[config.mk]
export PLATFORM = sky130hd
export DESIGN_NAME = ordered_value_list_engine
export DESIGN_NICKNAME = d
export VERILOG_FILES = /design/src/rtl/core/olve_pkg.sv /design/src/rtl/core/olve_datapath.sv /design/src/rtl/core/olve_ctrl.sv /design/src/rtl/core/ordered_value_list_engine.sv
export SDC_FILE = /design/constraint.sdc
export NUM_CORES = 2
export LEC_CHECK = 0
export BUFFER_PORTS_ARGS = -buffer_cell sky130_fd_sc_hd__buf_4
export CAP_MARGIN = 20
export CORE_MARGIN = 8
export CORE_UTILIZATION = 50
export CTS_CLUSTER_SIZE = 24
export DETAILED_ROUTE_END_ITERATION = 6
export PLACE_DENSITY = 0.69
export SYNTH_ARGS = -nofsm -noshare
export SYNTH_HDL_FRONTEND = slang
export SYNTH_SLANG_ARGS = --single-unit
[constraint.sdc]
create_clock -name clk -period 4.63 [get_ports clk]
set_clock_uncertainty 0.2 [all_clocks]
set_input_delay 0.463 -clock clk [delete_from_list [all_inputs] [get_ports clk]]
set_output_delay 0.463 -clock clk [all_outputs]
set_load 0.01 [all_outputs]
[src/rtl/core/olve_pkg.sv]
// Package for the ordered value list engine.
// Holds the request and result types, operation and status codes, and the
// command and status types shared by the controller and the datapath.
package olve_pkg;

    localparam int CAPACITY_DEF = 64;
    localparam int REQ_W        = 3;
    localparam int DATA_W       = 32;
    localparam int POS_W        = 6;
    localparam int STATUS_W     = 3;
    localparam int TOTAL_W      = 7;

    localparam logic [REQ_W-1:0] REQ_PUSH_FRONT   = 3'd0;
    localparam logic [REQ_W-1:0] REQ_PUSH_BACK    = 3'd1;
    localparam logic [REQ_W-1:0] REQ_INSERT_AFTER = 3'd2;
    localparam logic [REQ_W-1:0] REQ_REMOVE       = 3'd3;
    localparam logic [REQ_W-1:0] REQ_SEARCH       = 3'd4;
    localparam logic [REQ_W-1:0] REQ_READ         = 3'd5;

    localparam logic [STATUS_W-1:0] ST_OK       = 3'd0;
    localparam logic [STATUS_W-1:0] ST_APPENDED = 3'd1;
    localparam logic [STATUS_W-1:0] ST_MISSING  = 3'd2;
    localparam logic [STATUS_W-1:0] ST_EMPTY    = 3'd3;
    localparam logic [STATUS_W-1:0] ST_FULL     = 3'd4;
    localparam logic [STATUS_W-1:0] ST_RANGE    = 3'd5;

    typedef struct packed {
        logic [REQ_W-1:0]         req_type;
        logic signed [DATA_W-1:0] value;
        logic signed [DATA_W-1:0] key;
        logic [POS_W-1:0]         position;
    } olve_req_t;

    typedef struct packed {
        logic [STATUS_W-1:0]      status;
        logic                     found;
        logic signed [DATA_W-1:0] read_value;
        logic [TOTAL_W-1:0]       entry_total;
    } olve_rsp_t;

    // Where a new entry goes, or which entry is taken out.
    typedef enum logic [1:0] {
        AT_FRONT = 2'd0,
        AT_BACK  = 2'd1,
        AT_AFTER = 2'd2,
        AT_HIT   = 2'd3
    } olve_at_t;

    typedef struct packed {
        logic     load;
        logic     scan_init;
        logic     scan_step;
        logic     shift_init;
        olve_at_t at_sel;
        logic     shift_step;
        logic     finish;
        logic     read_issue;
        logic     read_capture;
    } olve_cmd_t;

    typedef struct packed {
        logic full;
        logic empty;
        logic pos_ok;
        logic scan_hit;
        logic scan_miss;
        logic shift_idle;
    } olve_sts_t;

endpackage

[src/rtl/core/olve_datapath.sv]
// Datapath of the ordered value list engine: entry memory, entry count,
// scan and shift pointers, and the comparator.
// Depends on olve_pkg for the request, command and status types.
module olve_datapath #(
    parameter int CAPACITY = olve_pkg::CAPACITY_DEF
) (
    input  logic                               clk,
    input  logic                               rst_n,
    input  olve_pkg::olve_req_t                request,
    input  olve_pkg::olve_cmd_t                cmd,
    output olve_pkg::olve_sts_t                sts,
    output logic signed [olve_pkg::DATA_W-1:0] read_value,
    output logic [olve_pkg::TOTAL_W-1:0]       entry_total
);
    import olve_pkg::*;

    localparam int CNT_W = $clog2(CAPACITY + 1);
    localparam int IDX_W = $clog2(CAPACITY);
    localparam int CMP_W = (CNT_W > POS_W) ? CNT_W : POS_W;
    localparam int TOT_W = (CNT_W > TOTAL_W) ? CNT_W : TOTAL_W;

    logic [DATA_W-1:0] mem [CAPACITY];
    logic [DATA_W-1:0] rd_data_reg;

    logic [CNT_W-1:0]  count_reg, count_next;
    logic [CNT_W-1:0]  ptr_reg, ptr_next;
    logic [CNT_W-1:0]  remain_reg, remain_next;
    logic [CNT_W-1:0]  at_reg, at_next;
    logic [CNT_W-1:0]  wr_addr_reg, wr_addr_next;
    logic              rdv_reg, rdv_next;
    logic              dir_up_reg, dir_up_next;
    logic [DATA_W-1:0] val_reg, val_next;
    logic [DATA_W-1:0] tgt_reg, tgt_next;
    logic [DATA_W-1:0] rval_reg, rval_next;

    logic              mem_re;
    logic [IDX_W-1:0]  mem_raddr;
    logic              mem_we;
    logic [IDX_W-1:0]  mem_waddr;
    logic [DATA_W-1:0] mem_wdata;

    logic [CMP_W-1:0]  pos_ext;
    logic [CMP_W-1:0]  cnt_ext;
    logic [TOT_W-1:0]  tot_ext;
    logic [CNT_W-1:0]  at_val;
    logic              scan_live;

    always_comb
    begin
        pos_ext        = CMP_W'(request.position);
        cnt_ext        = CMP_W'(count_reg);
        scan_live      = ptr_reg < count_reg;
        sts.full       = count_reg == CNT_W'(CAPACITY);
        sts.empty      = count_reg == '0;
        sts.pos_ok     = pos_ext < cnt_ext;
        sts.scan_hit   = rdv_reg && (rd_data_reg == tgt_reg);
        sts.scan_miss  = !rdv_reg && !scan_live;
        sts.shift_idle = (remain_reg == '0) && !rdv_reg;
    end

    always_comb
    begin
        unique case (cmd.at_sel)
            AT_FRONT: at_val = '0;
            AT_BACK:  at_val = count_reg;
            AT_AFTER: at_val = ptr_reg;
            AT_HIT:   at_val = ptr_reg - CNT_W'(1);
            default:  at_val = '0;
        endcase
    end

    always_comb
    begin
        count_next   = count_reg;
        ptr_next     = ptr_reg;
        remain_next  = remain_reg;
        at_next      = at_reg;
        wr_addr_next = wr_addr_reg;
        rdv_next     = rdv_reg;
        dir_up_next  = dir_up_reg;
        val_next     = val_reg;
        tgt_next     = tgt_reg;
        rval_next    = rval_reg;
        mem_re       = 1'b0;
        mem_raddr    = ptr_reg[IDX_W-1:0];
        mem_we       = 1'b0;
        mem_waddr    = wr_addr_reg[IDX_W-1:0];
        mem_wdata    = rd_data_reg;

        if (cmd.load)
        begin
            val_next  = request.value;
            tgt_next  = (request.req_type == REQ_INSERT_AFTER) ? request.key : request.value;
            rval_next = '0;
        end

        if (cmd.shift_init)
        begin
            at_next     = at_val;
            rdv_next    = 1'b0;
            dir_up_next = cmd.at_sel != AT_HIT;
            if (cmd.at_sel != AT_HIT)
            begin
                ptr_next    = count_reg - CNT_W'(1);
                remain_next = count_reg - at_val;
            end
            else
            begin
                ptr_next    = ptr_reg;
                remain_next = count_reg - ptr_reg;
            end
        end
        else if (cmd.scan_init)
        begin
            ptr_next = '0;
            rdv_next = 1'b0;
        end
        else if (cmd.scan_step)
        begin
            if (scan_live)
            begin
                mem_re   = 1'b1;
                ptr_next = ptr_reg + CNT_W'(1);
                rdv_next = 1'b1;
            end
            else
            begin
                rdv_next = 1'b0;
            end
        end
        else if (cmd.shift_step)
        begin
            mem_we = rdv_reg;
            if (remain_reg != '0)
            begin
                mem_re       = 1'b1;
                wr_addr_next = dir_up_reg ? ptr_reg + CNT_W'(1) : ptr_reg - CNT_W'(1);
                ptr_next     = dir_up_reg ? ptr_reg - CNT_W'(1) : ptr_reg + CNT_W'(1);
                remain_next  = remain_reg - CNT_W'(1);
                rdv_next     = 1'b1;
            end
            else
            begin
                rdv_next = 1'b0;
            end
        end
        else if (cmd.finish)
        begin
            if (dir_up_reg)
            begin
                mem_we     = 1'b1;
                mem_waddr  = at_reg[IDX_W-1:0];
                mem_wdata  = val_reg;
                count_next = count_reg + CNT_W'(1);
            end
            else
            begin
                count_next = count_reg - CNT_W'(1);
            end
        end
        else if (cmd.read_issue)
        begin
            mem_re    = 1'b1;
            mem_raddr = pos_ext[IDX_W-1:0];
        end
        else if (cmd.read_capture)
        begin
            rval_next = rd_data_reg;
        end
    end

    always_ff @(posedge clk)
    begin
        if (mem_we)
        begin
            mem[mem_waddr] <= mem_wdata;
        end
        if (mem_re)
        begin
            rd_data_reg <= mem[mem_raddr];
        end
    end

    always_ff @(posedge clk or negedge rst_n)
    begin
        if (!rst_n)
        begin
            count_reg  <= '0;
            ptr_reg    <= '0;
            remain_reg <= '0;
            rdv_reg    <= 1'b0;
            dir_up_reg <= 1'b0;
        end
        else
        begin
            count_reg  <= count_next;
            ptr_reg    <= ptr_next;
            remain_reg <= remain_next;
            rdv_reg    <= rdv_next;
            dir_up_reg <= dir_up_next;
        end
    end

    always_ff @(posedge clk)
    begin
        at_reg      <= at_next;
        wr_addr_reg <= wr_addr_next;
        val_reg     <= val_next;
        tgt_reg     <= tgt_next;
        rval_reg    <= rval_next;
    end

    assign tot_ext     = TOT_W'(count_reg);
    assign entry_total = tot_ext[TOTAL_W-1:0];
    assign read_value  = rval_reg;

    a_count_bound: assert property (@(posedge clk) disable iff (!rst_n)
        count_reg <= CNT_W'(CAPACITY))
        else $error("Entry count exceeds the capacity.");

    a_no_insert_full: assert property (@(posedge clk) disable iff (!rst_n)
        (cmd.finish && dir_up_reg) |-> (count_reg != CNT_W'(CAPACITY)))
        else $error("Insert completed on a full list.");

    a_no_remove_empty: assert property (@(posedge clk) disable iff (!rst_n)
        (cmd.finish && !dir_up_reg) |-> (count_reg != '0))
        else $error("Remove completed on an empty list.");

    a_hit_index: assert property (@(posedge clk) disable iff (!rst_n)
        (cmd.shift_init && (cmd.at_sel == AT_HIT)) |-> (ptr_reg != '0 && rdv_reg))
        else $error("Remove started without a located entry.");

endmodule

[src/rtl/core/olve_ctrl.sv]
// Controller of the ordered value list engine: request decode and the
// state machine that sequences scan, shift, read and result.
// Depends on olve_pkg for codes and the command and status types.
module olve_ctrl (
    input  logic                           clk,
    input  logic                           rst_n,
    input  logic                           start,
    input  logic [olve_pkg::REQ_W-1:0]     req_type,
    input  olve_pkg::olve_sts_t            sts,
    output logic                           busy,
    output logic                           done,
    output olve_pkg::olve_cmd_t            cmd,
    output logic [olve_pkg::STATUS_W-1:0]  status,
    output logic                           found
);
    import olve_pkg::*;

    typedef enum logic [4:0] {
        S_IDLE  = 5'b00001,
        S_SCAN  = 5'b00010,
        S_SHIFT = 5'b00100,
        S_READ  = 5'b01000,
        S_DONE  = 5'b10000
    } olve_state_t;

    olve_state_t         state_reg, state_next;
    logic [REQ_W-1:0]    op_reg, op_next;
    logic [STATUS_W-1:0] status_reg, status_next;
    logic                found_reg, found_next;

    always_comb
    begin
        state_next  = state_reg;
        op_next     = op_reg;
        status_next = status_reg;
        found_next  = found_reg;
        cmd         = '0;

        unique case (state_reg)
            S_IDLE:
            begin
                if (start)
                begin
                    cmd.load    = 1'b1;
                    op_next     = req_type;
                    status_next = ST_OK;
                    found_next  = 1'b0;
                    state_next  = S_DONE;
                    unique case (req_type)
                        REQ_PUSH_FRONT, REQ_PUSH_BACK:
                        begin
                            if (sts.full)
                            begin
                                status_next = ST_FULL;
                            end
                            else
                            begin
                                cmd.shift_init = 1'b1;
                                cmd.at_sel     = (req_type == REQ_PUSH_FRONT) ? AT_FRONT : AT_BACK;
                                state_next     = S_SHIFT;
                            end
                        end
                        REQ_INSERT_AFTER:
                        begin
                            if (sts.full)
                            begin
                                status_next = ST_FULL;
                            end
                            else
                            begin
                                cmd.scan_init = 1'b1;
                                state_next    = S_SCAN;
                            end
                        end
                        REQ_REMOVE:
                        begin
                            if (sts.empty)
                            begin
                                status_next = ST_EMPTY;
                            end
                            else
                            begin
                                cmd.scan_init = 1'b1;
                                state_next    = S_SCAN;
                            end
                        end
                        REQ_SEARCH:
                        begin
                            cmd.scan_init = 1'b1;
                            state_next    = S_SCAN;
                        end
                        REQ_READ:
                        begin
                            if (sts.pos_ok)
                            begin
                                cmd.read_issue = 1'b1;
                                state_next     = S_READ;
                            end
                            else
                            begin
                                status_next = ST_RANGE;
                            end
                        end
                        default:
                        begin
                            state_next = S_DONE;
                        end
                    endcase
                end
            end
            S_SCAN:
            begin
                priority if (sts.scan_hit)
                begin
                    if (op_reg == REQ_INSERT_AFTER)
                    begin
                        cmd.shift_init = 1'b1;
                        cmd.at_sel     = AT_AFTER;
                        state_next     = S_SHIFT;
                    end
                    else if (op_reg == REQ_REMOVE)
                    begin
                        found_next     = 1'b1;
                        cmd.shift_init = 1'b1;
                        cmd.at_sel     = AT_HIT;
                        state_next     = S_SHIFT;
                    end
                    else
                    begin
                        found_next = 1'b1;
                        state_next = S_DONE;
                    end
                end
                else if (sts.scan_miss)
                begin
                    if (op_reg == REQ_INSERT_AFTER)
                    begin
                        status_next    = ST_APPENDED;
                        cmd.shift_init = 1'b1;
                        cmd.at_sel     = AT_BACK;
                        state_next     = S_SHIFT;
                    end
                    else
                    begin
                        status_next = ST_MISSING;
                        state_next  = S_DONE;
                    end
                end
                else
                begin
                    cmd.scan_step = 1'b1;
                end
            end
            S_SHIFT:
            begin
                if (sts.shift_idle)
                begin
                    cmd.finish = 1'b1;
                    state_next = S_DONE;
                end
                else
                begin
                    cmd.shift_step = 1'b1;
                end
            end
            S_READ:
            begin
                cmd.read_capture = 1'b1;
                state_next       = S_DONE;
            end
            S_DONE:
            begin
                state_next = S_IDLE;
            end
            default:
            begin
                state_next = S_IDLE;
            end
        endcase
    end

    always_ff @(posedge clk or negedge rst_n)
    begin
        if (!rst_n)
        begin
            state_reg  <= S_IDLE;
            op_reg     <= REQ_PUSH_FRONT;
            status_reg <= ST_OK;
            found_reg  <= 1'b0;
        end
        else
        begin
            state_reg  <= state_next;
            op_reg     <= op_next;
            status_reg <= status_next;
            found_reg  <= found_next;
        end
    end

    assign busy   = state_reg != S_IDLE;
    assign done   = state_reg == S_DONE;
    assign status = status_reg;
    assign found  = found_reg;

    a_accept_busy: assert property (@(posedge clk) disable iff (!rst_n)
        (start && !busy) |=> busy)
        else $error("Accepted request did not make the engine busy.");

    a_found_status: assert property (@(posedge clk) disable iff (!rst_n)
        done |-> (!found_reg || status_reg == ST_OK))
        else $error("Result flags a located value with an error status.");

    a_done_single: assert property (@(posedge clk) disable iff (!rst_n)
        done |=> !done)
        else $error("Result strobe lasted more than one cycle.");

endmodule

[src/rtl/core/ordered_value_list_engine.sv]
// Top level of the ordered value list engine.
// Depends on olve_pkg, olve_ctrl and olve_datapath.
//
//   Port group      Direction  Handshake          Payload
//   request         in         start and busy     olve_req_t
//   result          out        done, one cycle    olve_rsp_t
//
// A request is taken when start is high and busy is low; its result is on
// result for the single cycle in which done is high, and the receiver cannot
// stall it. Push back, read and requests that fail at once walk no entries.
// Scans and shifts walk the entry memory one entry a cycle; a remove shifts
// on from where its scan stopped, and an insert after shifts from the back
// of the list. Busy stays high until the cycle after done. Reset empties
// the list at once and needs no clearing pass.
module ordered_value_list_engine #(
    parameter int CAPACITY = olve_pkg::CAPACITY_DEF
) (
    input  logic                clk,
    input  logic                rst_n,
    input  logic                start,
    output logic                busy,
    input  olve_pkg::olve_req_t request,
    output logic                done,
    output olve_pkg::olve_rsp_t result
);
    import olve_pkg::*;

    olve_cmd_t                cmd;
    olve_sts_t                sts;
    logic [STATUS_W-1:0]      status;
    logic                     found;
    logic signed [DATA_W-1:0] read_value;
    logic [TOTAL_W-1:0]       entry_total;

    olve_ctrl u_ctrl (
        .clk      (clk),
        .rst_n    (rst_n),
        .start    (start),
        .req_type (request.req_type),
        .sts      (sts),
        .busy     (busy),
        .done     (done),
        .cmd      (cmd),
        .status   (status),
        .found    (found)
    );

    olve_datapath #(
        .CAPACITY (CAPACITY)
    ) u_datapath (
        .clk         (clk),
        .rst_n       (rst_n),
        .request     (request),
        .cmd         (cmd),
        .sts         (sts),
        .read_value  (read_value),
        .entry_total (entry_total)
    );

    always_comb
    begin
        result.status      = status;
        result.found       = found;
        result.read_value  = read_value;
        result.entry_total = entry_total;
    end

endmodule

**Yosys cells after proc, flatten, opt, wreduce, memory -nomap -nowiden**

Memories as Yosys holds them, arrays and structs flattened. A register that Yosys moved wholly into a read port is not among the register bits.
Cells that the tools add are included.
Widths: inputs -> output; s select.

- Flip-flop bits (word level): 143
- Word-level logic and storage cells: 199
- Input bits: 76
- Output and inout bits: 45
- Memories kept: 1
- Bits in writable memories: 2,048

Memories:

| memory | depth | bits a word | rd ports | clocked after memory_dff | write ports | line | RTL |
|---|---|---|---|---|---|---|---|
| u_datapath.mem | 64 | 32 | 1 | 1 | 1 | olve_datapath.sv:22 | `logic [DATA_W-1:0] mem [CAPACITY];` |

- Bitwise gates (word level): 4
- Equality and inequality tests: 30
- Magnitude comparators: 2
- Add/subtract/negate cells: 7
- Mux-type cells: 116
- Reduce and logical (&&, ||, !) cells: 25

Operators with widths:

| kind | count |
|---|---|
| $mux 32 | 15 |
| $mux 7 | 15 |
| $mux 6 | 13 |
| $mux 5 | 11 |
| $mux 3 | 13 |
| $mux 1 | 36 |
| $eq 32x32->1 | 1 |
| $pmux 7 s4 | 1 |
| $pmux 5 s5 | 1 |
| $sub 7x1->7 const B | 3 |
| $pmux 5 s4 | 1 |
| $ne 2x2->1 const B | 9 |
| $reduce_and 4->1 | 4 |
| $add 7x1->7 const B | 2 |
| $logic_not 7->1 | 2 |
| $sub 7x7->7 | 2 |
| $eq 3x2->1 const B | 4 |
| $pmux 3 s2 | 2 |
| $mux 2 | 5 |
| $reduce_and 5->1 | 2 |
| $pmux 3 s3 | 1 |
| $reduce_bool 4->1 | 2 |
| $eq 7x7->1 const B | 1 |
| $lt 6x7->1 | 1 |
| 27 further kinds | 37 |

**Logic depth before layout (Yosys ltp)**

- Depth after elaboration: 13
- Gate-level depth with buffers: 21
- Gate-level depth less buffers: 20

**Cells and area by module**

A second synthesis with hierarchy kept.

- Cells, all modules: 5,242
- Area total of the unflattened synthesis: 88,792.7 um2

Modules (own cells, without submodules):

| module | cells each | sequential area each (um2) | instances | area each (um2) |
|---|---|---|---|---|
| olve_datapath | 5,146 | 65,958.3 | 1 | 87,893.0 |
| olve_ctrl | 95 | 301.5 | 1 | 892.1 |
| ordered_value_list_engine | 1 | 0.0 | 1 | 7.5 |

**Least setup slack after synthesis**

No wires, ideal clock.

- Path type: register to register
- From: reg u_datapath.ptr_reg[1]
- To: reg u_datapath.rd_data_reg[0] (read register of u_datapath.mem) (enable)
- Data arrival time: 4.077 ns
- Period minus slack after synthesis: 4.717 ns
- Library setup time: 0.441 ns
- Cell stages (with the launch flop): 11
- Path buffers: 1
- Slack: -0.087 ns
- Data required time: 3.989 ns
- Path through: dfrtp_1 clkbuf_1 clkinv_1 ha_1 nor2b_1 o21ai_0 a21boi_0 o311ai_0 nand2b_1 nor2_1 a31oi_1

- Word-level cells in the longest chain between the ends: 9
- Elaborated cells on any way between the ends: 19
- Classes of those cells: order compare (1); mux (16); reduce/logical (2)

Ends and longest elaborated chain:

| element | line | RTL |
|---|---|---|
| from (decl) | olve_datapath.sv:26 | `logic [CNT_W-1:0] ptr_reg, ptr_next;` |
| from (signal assigned) | olve_datapath.sv:197 | `ptr_reg <= ptr_next;` |
| $lt 7x7->1 * | olve_datapath.sv:52 | `scan_live = ptr_reg < count_reg;` |
| $logic_not 1->1 | olve_datapath.sv:57 | `sts.scan_miss = !rdv_reg && !scan_live;` |
| $logic_and 1x1->1 | olve_datapath.sv:57 |  |
| $mux 1 | olve_ctrl.sv:134 | `else if (sts.scan_miss)` |
| $mux 1 | olve_ctrl.sv:113 | `priority if (sts.scan_hit)` |
| $mux 1 | olve_ctrl.sv:39 | `unique case (state_reg)` |
| $mux 1 | olve_datapath.sv:118 | `else if (cmd.scan_step)` |
| $mux 1 | olve_datapath.sv:113 | `else if (cmd.scan_init)` |
| $mux 1 * | olve_datapath.sv:97 | `if (cmd.shift_init)` |
| named net u_datapath.mem_re | olve_datapath.sv:36 | `logic mem_re;` |
| to (decl) | olve_datapath.sv:23 | `logic [DATA_W-1:0] rd_data_reg;` |

The timed path passes the listed nets; every way through them passes the cells marked *.
A chain may end at the register's enable or synchronous reset.

**Worst setup path in the final report**

- From: reg u_datapath.count_reg[2] (netlist: u_datapath.entry_total[2])
- To: reg u_datapath.rd_data_reg[3] (read register of u_datapath.mem), data pin

- Word-level cells in the longest chain between the ends: 11
- Elaborated cells on any way between the ends: 37
- Classes of those cells: order compare (2); eq/ne (1); mux (31); reduce/logical (3)

Ends and longest elaborated chain:

| element | line | RTL |
|---|---|---|
| from (decl) | olve_datapath.sv:25 | `logic [CNT_W-1:0] count_reg, count_next;` |
| from (signal assigned) | olve_datapath.sv:196 | `count_reg <= count_next;` |
| $lt 6x7->1 | olve_datapath.sv:55 | `sts.pos_ok = pos_ext < cnt_ext;` |
| $mux 1 | olve_ctrl.sv:94 | `if (sts.pos_ok)` |
| $mux 1 | olve_ctrl.sv:49 | `unique case (req_type)` |
| $mux 1 | olve_ctrl.sv:42 | `if (start)` |
| $mux 1 | olve_ctrl.sv:39 |  |
| $mux 6 / $mux 1 (equally long branches) | olve_datapath.sv:161 | `else if (cmd.read_issue)` |
| $mux 6 / $mux 1 (equally long branches) | olve_datapath.sv:147 | `else if (cmd.finish)` |
| $mux 6 / $mux 1 (equally long branches) | olve_datapath.sv:131 | `else if (cmd.shift_step)` |
| $mux 6 / $mux 1 (equally long branches) | olve_datapath.sv:118 |  |
| $mux 6 / $mux 1 (equally long branches) | olve_datapath.sv:113 |  |
| $mux 6 / $mux 1 (equally long branches) | olve_datapath.sv:97 |  |

Several ways; a longest one is shown, not always the timed one.

==> reports/summary.log <==
INFO  outcome        outcome=finished clean
INFO  grt            global_route.usage.total=0.2420
INFO  critical_path  worst_ep_required_time=5.00ns
INFO  placed_design  buffer_ports.inserted=120
INFO  final_layout   most_common_library_cell_in_the_layout_ignoring_fill_and_taps=sky130_fd_sc_hd__edfxtp_1
INFO  sta            postLayoutSetupSlackWorst=0.1061ns
INFO  yosys          yosysUniqueCellTypes=74
INFO  yosys          top_cell_type_s_share_of_synthesized_area=0.7283
INFO  sta            final_hold_viol_count=0
INFO  yosys          synth-edff-count=2,156
INFO  critical_path  critPathMaxFanout=21
INFO  final_layout   mostFrequentLayoutCells=sky130_fd_sc_hd__edfxtp_1, sky130_fd_sc_hd__nand2_1, sky130_fd_sc_hd__nand3_1
INFO  sta            max_clock_freq=0.2210GHz
INFO  critical_path  r2r_slack=0.11ns
INFO  power          intPower=39,750uW
INFO  route          dr.first_iter.drc_count=6,398
INFO  sta            worst_slew_pin_slew=1.156ns
INFO  yosys          syn-instance-count=5,991
INFO  grt            grt_max_degree=115
INFO  yosys          sequential_to_total_area_share_from_yosys_stat=0.7454
INFO  yosys          post_synth_main_area_contributors=sky130_fd_sc_hd__edfxtp_1, sky130_fd_sc_hd__mux2i_1, sky130_fd_sc_hd__nand2_1
INFO  critical_path  worst_path_most_repeated_cell=sky130_fd_sc_hd__buf_12
INFO  critical_path  cpLargestDelayFamily=compound AO/OA/AOI/OAI gates
INFO  clock_tree     cts_root_buffer=sky130_fd_sc_hd__clkbuf_16
INFO  power          p_clk_frac=0.286
INFO  clock_tree     cts_made_buffers=210
INFO  critical_path  worst_path_largest_cell_delay=0.63ns
INFO  clock_tree     cts.reportedPaths.clkPinSlew=0.06ns
INFO  yosys          synth-async-reset-ratio=0.01574
INFO  final_layout   n_fill_cell=12,990
INFO  grt            grt_first_pass_wirelength=350,300um
INFO  worst_hold_path endpoint_of_the_worst_hold_timing_path=u_datapath.val_reg[15]
INFO  yosys          ys_ff_latch=2,223
INFO  yosys          ys.flop_type=sky130_fd_sc_hd__edfxtp_1
INFO  yosys          postSynthNetCount=6,093
INFO  grt            grt_use_met1=0.3305
INFO  critical_path  cell_depth_of_the_worst_flop_to_flop_path=15
INFO  clock_tree     max_clock_buf_depth=3
INFO  power          vdd_drop_max=0.4175mV
INFO  die            die-area=191,500squm
INFO  clock_tree     cts-htree-levels=4
INFO  sta            timing.final.max_slew_violations=0
INFO  power          p_leak=0.03665uW
INFO  critical_path  list_of_cells_traversed_by_the_critical_path=inv_1, ha_1, a21oi_1, o21ai_1, a211o_4, mux2i_4, buf_12, buf_12, buf_16, buf_4, mux2i_1, o221ai_1, a31oi_1, o22ai_1, or4b_1
INFO  critical_path  critical_path.reg2reg.startpoint=u_datapath.entry_total[2]
INFO  final_layout   final_util=0.5933
INFO  worst_hold_path class_of_the_tightest_hold_or_removal_check=input port to register
INFO  route          route.detailed.drc=0
INFO  sta            grt_setup_unrepaired=yes
INFO  yosys          post_synthesis_instance_area=88,890squm
INFO  grt            total_global_routing_overflow=0
INFO  placed_design  dp.cells=8,528
INFO  critical_path  critPathBufInv=5
INFO  final_layout   fin_nets=6,587
INFO  critical_path  start_kind=register
INFO  sta            timing.final.crit_share=0.9771
INFO  clock_tree     clock_insertion_delay_worst_skew=0.86ns
INFO  grt            antenna_violations_before_repair=8
INFO  power          power.sequential.fraction=0.397
INFO  final_layout   largest_reg_by_ff_count=u_datapath.mem
INFO  final_layout   area.growth.synth_to_final=17.81%
INFO  grt            met2_usage=0.3846
INFO  route          wire_per_inst=26.62um
INFO  yosys          synth.yosys.warnings=0
INFO  power          powerDensity=566.5nW/um^2
INFO  die            core_area=176,500squm
INFO  die            number_of_rows_in_the_core_area=154
INFO  power          power_switching=19,570uW
INFO  sta            final-setup-viol-count=0
INFO  route          route.vias.total=55,260
INFO  flow_run       max_cap_violations=0
INFO  yosys          synthDominantAreaCellType=sky130_fd_sc_hd__edfxtp_1
INFO  final_layout   largest_register_ff_count=2,048
INFO  die            start_util=0.5036
INFO  critical_path  critical_path_class=register to register
INFO  grt            grt.busiest_layer=met2
INFO  yosys          syn-mean-instance-area=14.84squm
INFO  critical_path  worst-endpoint-arrival=4.89ns
INFO  route          post_drt_via_cell_ratio=6.136
INFO  clock_tree     clock_sinks=2,223
INFO  worst_hold_path min_delay_path_depth=2
INFO  critical_path  critical_path_capture_point_type=register
INFO  sta            max-slew-margin-rel=0.2297
INFO  die            floorplan.die.width=437.6um
INFO  power          proportion_of_power_drawn_by_combinational_gates=0.317
INFO  die            ios=121
INFO  clock_tree     clock_tree_from_tritoncts=built
INFO  placed_design  dpl_worst_slack=-0.1597ns
INFO  critical_path  timing.critical_path.slowest_stage_cell=sky130_fd_sc_hd__or4b_1
INFO  route          postRouteWirelength=239,700um
INFO  power          switching_share=0.3299
INFO  die            die_height=437.6um
INFO  placed_design  detailed_place_hpwl=150,200um
INFO  sta            period_needed=4.524ns
INFO  placed_design  gpl.final_weighted_congestion=0.9050
INFO  final_layout   instances_no_fill=9,005
INFO  critical_path  r2r-end=u_datapath.rd_data_reg[3]
INFO  worst_hold_path hold_start=request[53]
INFO  route          drt_first_pass_iters=6
INFO  final_layout   share_of_final_layout_standard_cells_stronger_than_drive_strength_1=0.1619
INFO  route          drtAntennaViolNets=0
INFO  grt            first_global_vias=53,160
INFO  grt            global_route.usage.met3=0.06410
per-stage QoR:
step                      hold WS, ns  setup TNS, ns  cell area (sq um)  total power (uW)
after global placement         0.2518        -0.1344              96860             41890
final                          0.1312              0             104700             59320
after CTS                     0.08059              0             104300             59000
after floorplan              -0.03259              0              88900             34260
after detailed placement       0.2577        -0.1597              96860             42150
after global routing           0.1061        -0.1857             104700             61370
power by group through the flow:
stage                     Clock [uW]  Sequential (uW)  Combinational [uW]
after global placement             0            23900               18000
after global routing           17900            23500               20000
after floorplan                    0            23800               10400
final                          17000            23500               18800
after CTS                      17100            23500               18400
after detailed placement           0            23900               18200
cell type report:
type	instances	area (sq um)	share of cell area
inverters	32	120.1	0.001147
clock buffers	277	5690	0.05434
multi-input cells	3350	21660	0.2068
diodes	2	5.005	0.00004779
flip-flops and latches	2223	66260	0.6327
clock inverters	113	1071	0.01023
well taps	2340	2928	0.02796
repair buffers	668	6990	0.06675
cells in the mapped netlist (8+ instances only):
cell and count:
sky130_fd_sc_hd__a31oi_1 134, sky130_fd_sc_hd__ha_1 24, sky130_fd_sc_hd__inv_1 31, sky130_fd_sc_hd__a21oi_1 30, sky130_fd_sc_hd__a22o_1 36, sky130_fd_sc_hd__nor3_1 14, sky130_fd_sc_hd__buf_1 29, sky130_fd_sc_hd__nand2_1 962
sky130_fd_sc_hd__xor2_1 27, sky130_fd_sc_hd__o21ai_0 128, sky130_fd_sc_hd__a311o_1 32, sky130_fd_sc_hd__a22oi_1 34, sky130_fd_sc_hd__or4b_1 32, sky130_fd_sc_hd__nand2b_1 15, sky130_fd_sc_hd__a21o_1 9, sky130_fd_sc_hd__nand4_1 109
sky130_fd_sc_hd__xnor2_1 40, sky130_fd_sc_hd__dfrtp_1 34, sky130_fd_sc_hd__o22ai_1 166, sky130_fd_sc_hd__dfxtp_1 32, sky130_fd_sc_hd__buf_2 108, sky130_fd_sc_hd__o221ai_1 127, sky130_fd_sc_hd__buf_4 8, sky130_fd_sc_hd__nand3_1 563
sky130_fd_sc_hd__mux2_2 70, sky130_fd_sc_hd__o211ai_1 33, sky130_fd_sc_hd__mux2i_1 520, sky130_fd_sc_hd__edfxtp_1 2156, sky130_fd_sc_hd__nor2_1 135, sky130_fd_sc_hd__nor4_1 9, sky130_fd_sc_hd__clkbuf_1 238
per-layer routing:
metal | vias up | share of wire
li1 | 24160 | -
met1 | 27850 | 0.40
met2 | 2847 | 0.47
met3 | 400 | 0.11
met4 | 2 | 0.028
met5 | - | 0.000083
timing repair:
item | 4_1_cts | 5_1_grt
gates resized for setup | 1 | 35
hold endpoints to repair | 108 | 0
endpoints found under the setup margin | 1 | 28
hold buffers | 71 | 0
pin swaps | 0 | 9
gates cloned | 0 | 2
setup buffers | 0 | 6
worst reg2reg max path, delay by kind of cell, from the launching register on:
family / cells / cell delay [ns]
multiplexers: 2 / 0.40
adder cells (fa/ha/maj): 1 / 0.26
AO/OA/AOI/OAI: 6 / 1.45
flip-flops: 1 / 0.41
AND/OR/NAND/NOR: 1 / 0.63
buffers and inverters: 5 / 0.90
kinds of logic (layout without fill, tap and decap cells):
family,Yosys count,after routing,share of synthesized area
AOI/OAI and AO/OA,782,782,0.06124
other,0,2,0
and+or+nand+nor,1885,1885,0.09573
xor gates and xnor gates,67,67,0.006602
adders and majority gates,26,26,0.003829
DFF,2223,2223,0.7454
muxes,590,590,0.06742
buffers and inverters,418,1090,0.01976
worst max-delay path by stage:
stage / startpoint / end / slack [ns] / cells past startpoint
6_report: u_datapath.entry_total[2] / u_datapath.rd_data_reg[3] / 0.11 / 15
5_1_grt: u_ctrl.state_reg[4] / u_datapath.remain_reg[4] / -0.07 / 19
4_1_cts: u_ctrl.state_reg[4] / u_datapath.remain_reg[4] / 0.02 / 18
3_3_place_gp: request[5] / u_datapath.rd_data_reg[27] / -0.13 / 14
3_5_place_dp: request[5] / u_datapath.rd_data_reg[27] / -0.16 / 14
2_1_floorplan: u_datapath.remain_reg[0] / u_datapath.mem[16][0] / 0.10 / 10
Power figures use the tool's default switching activity.
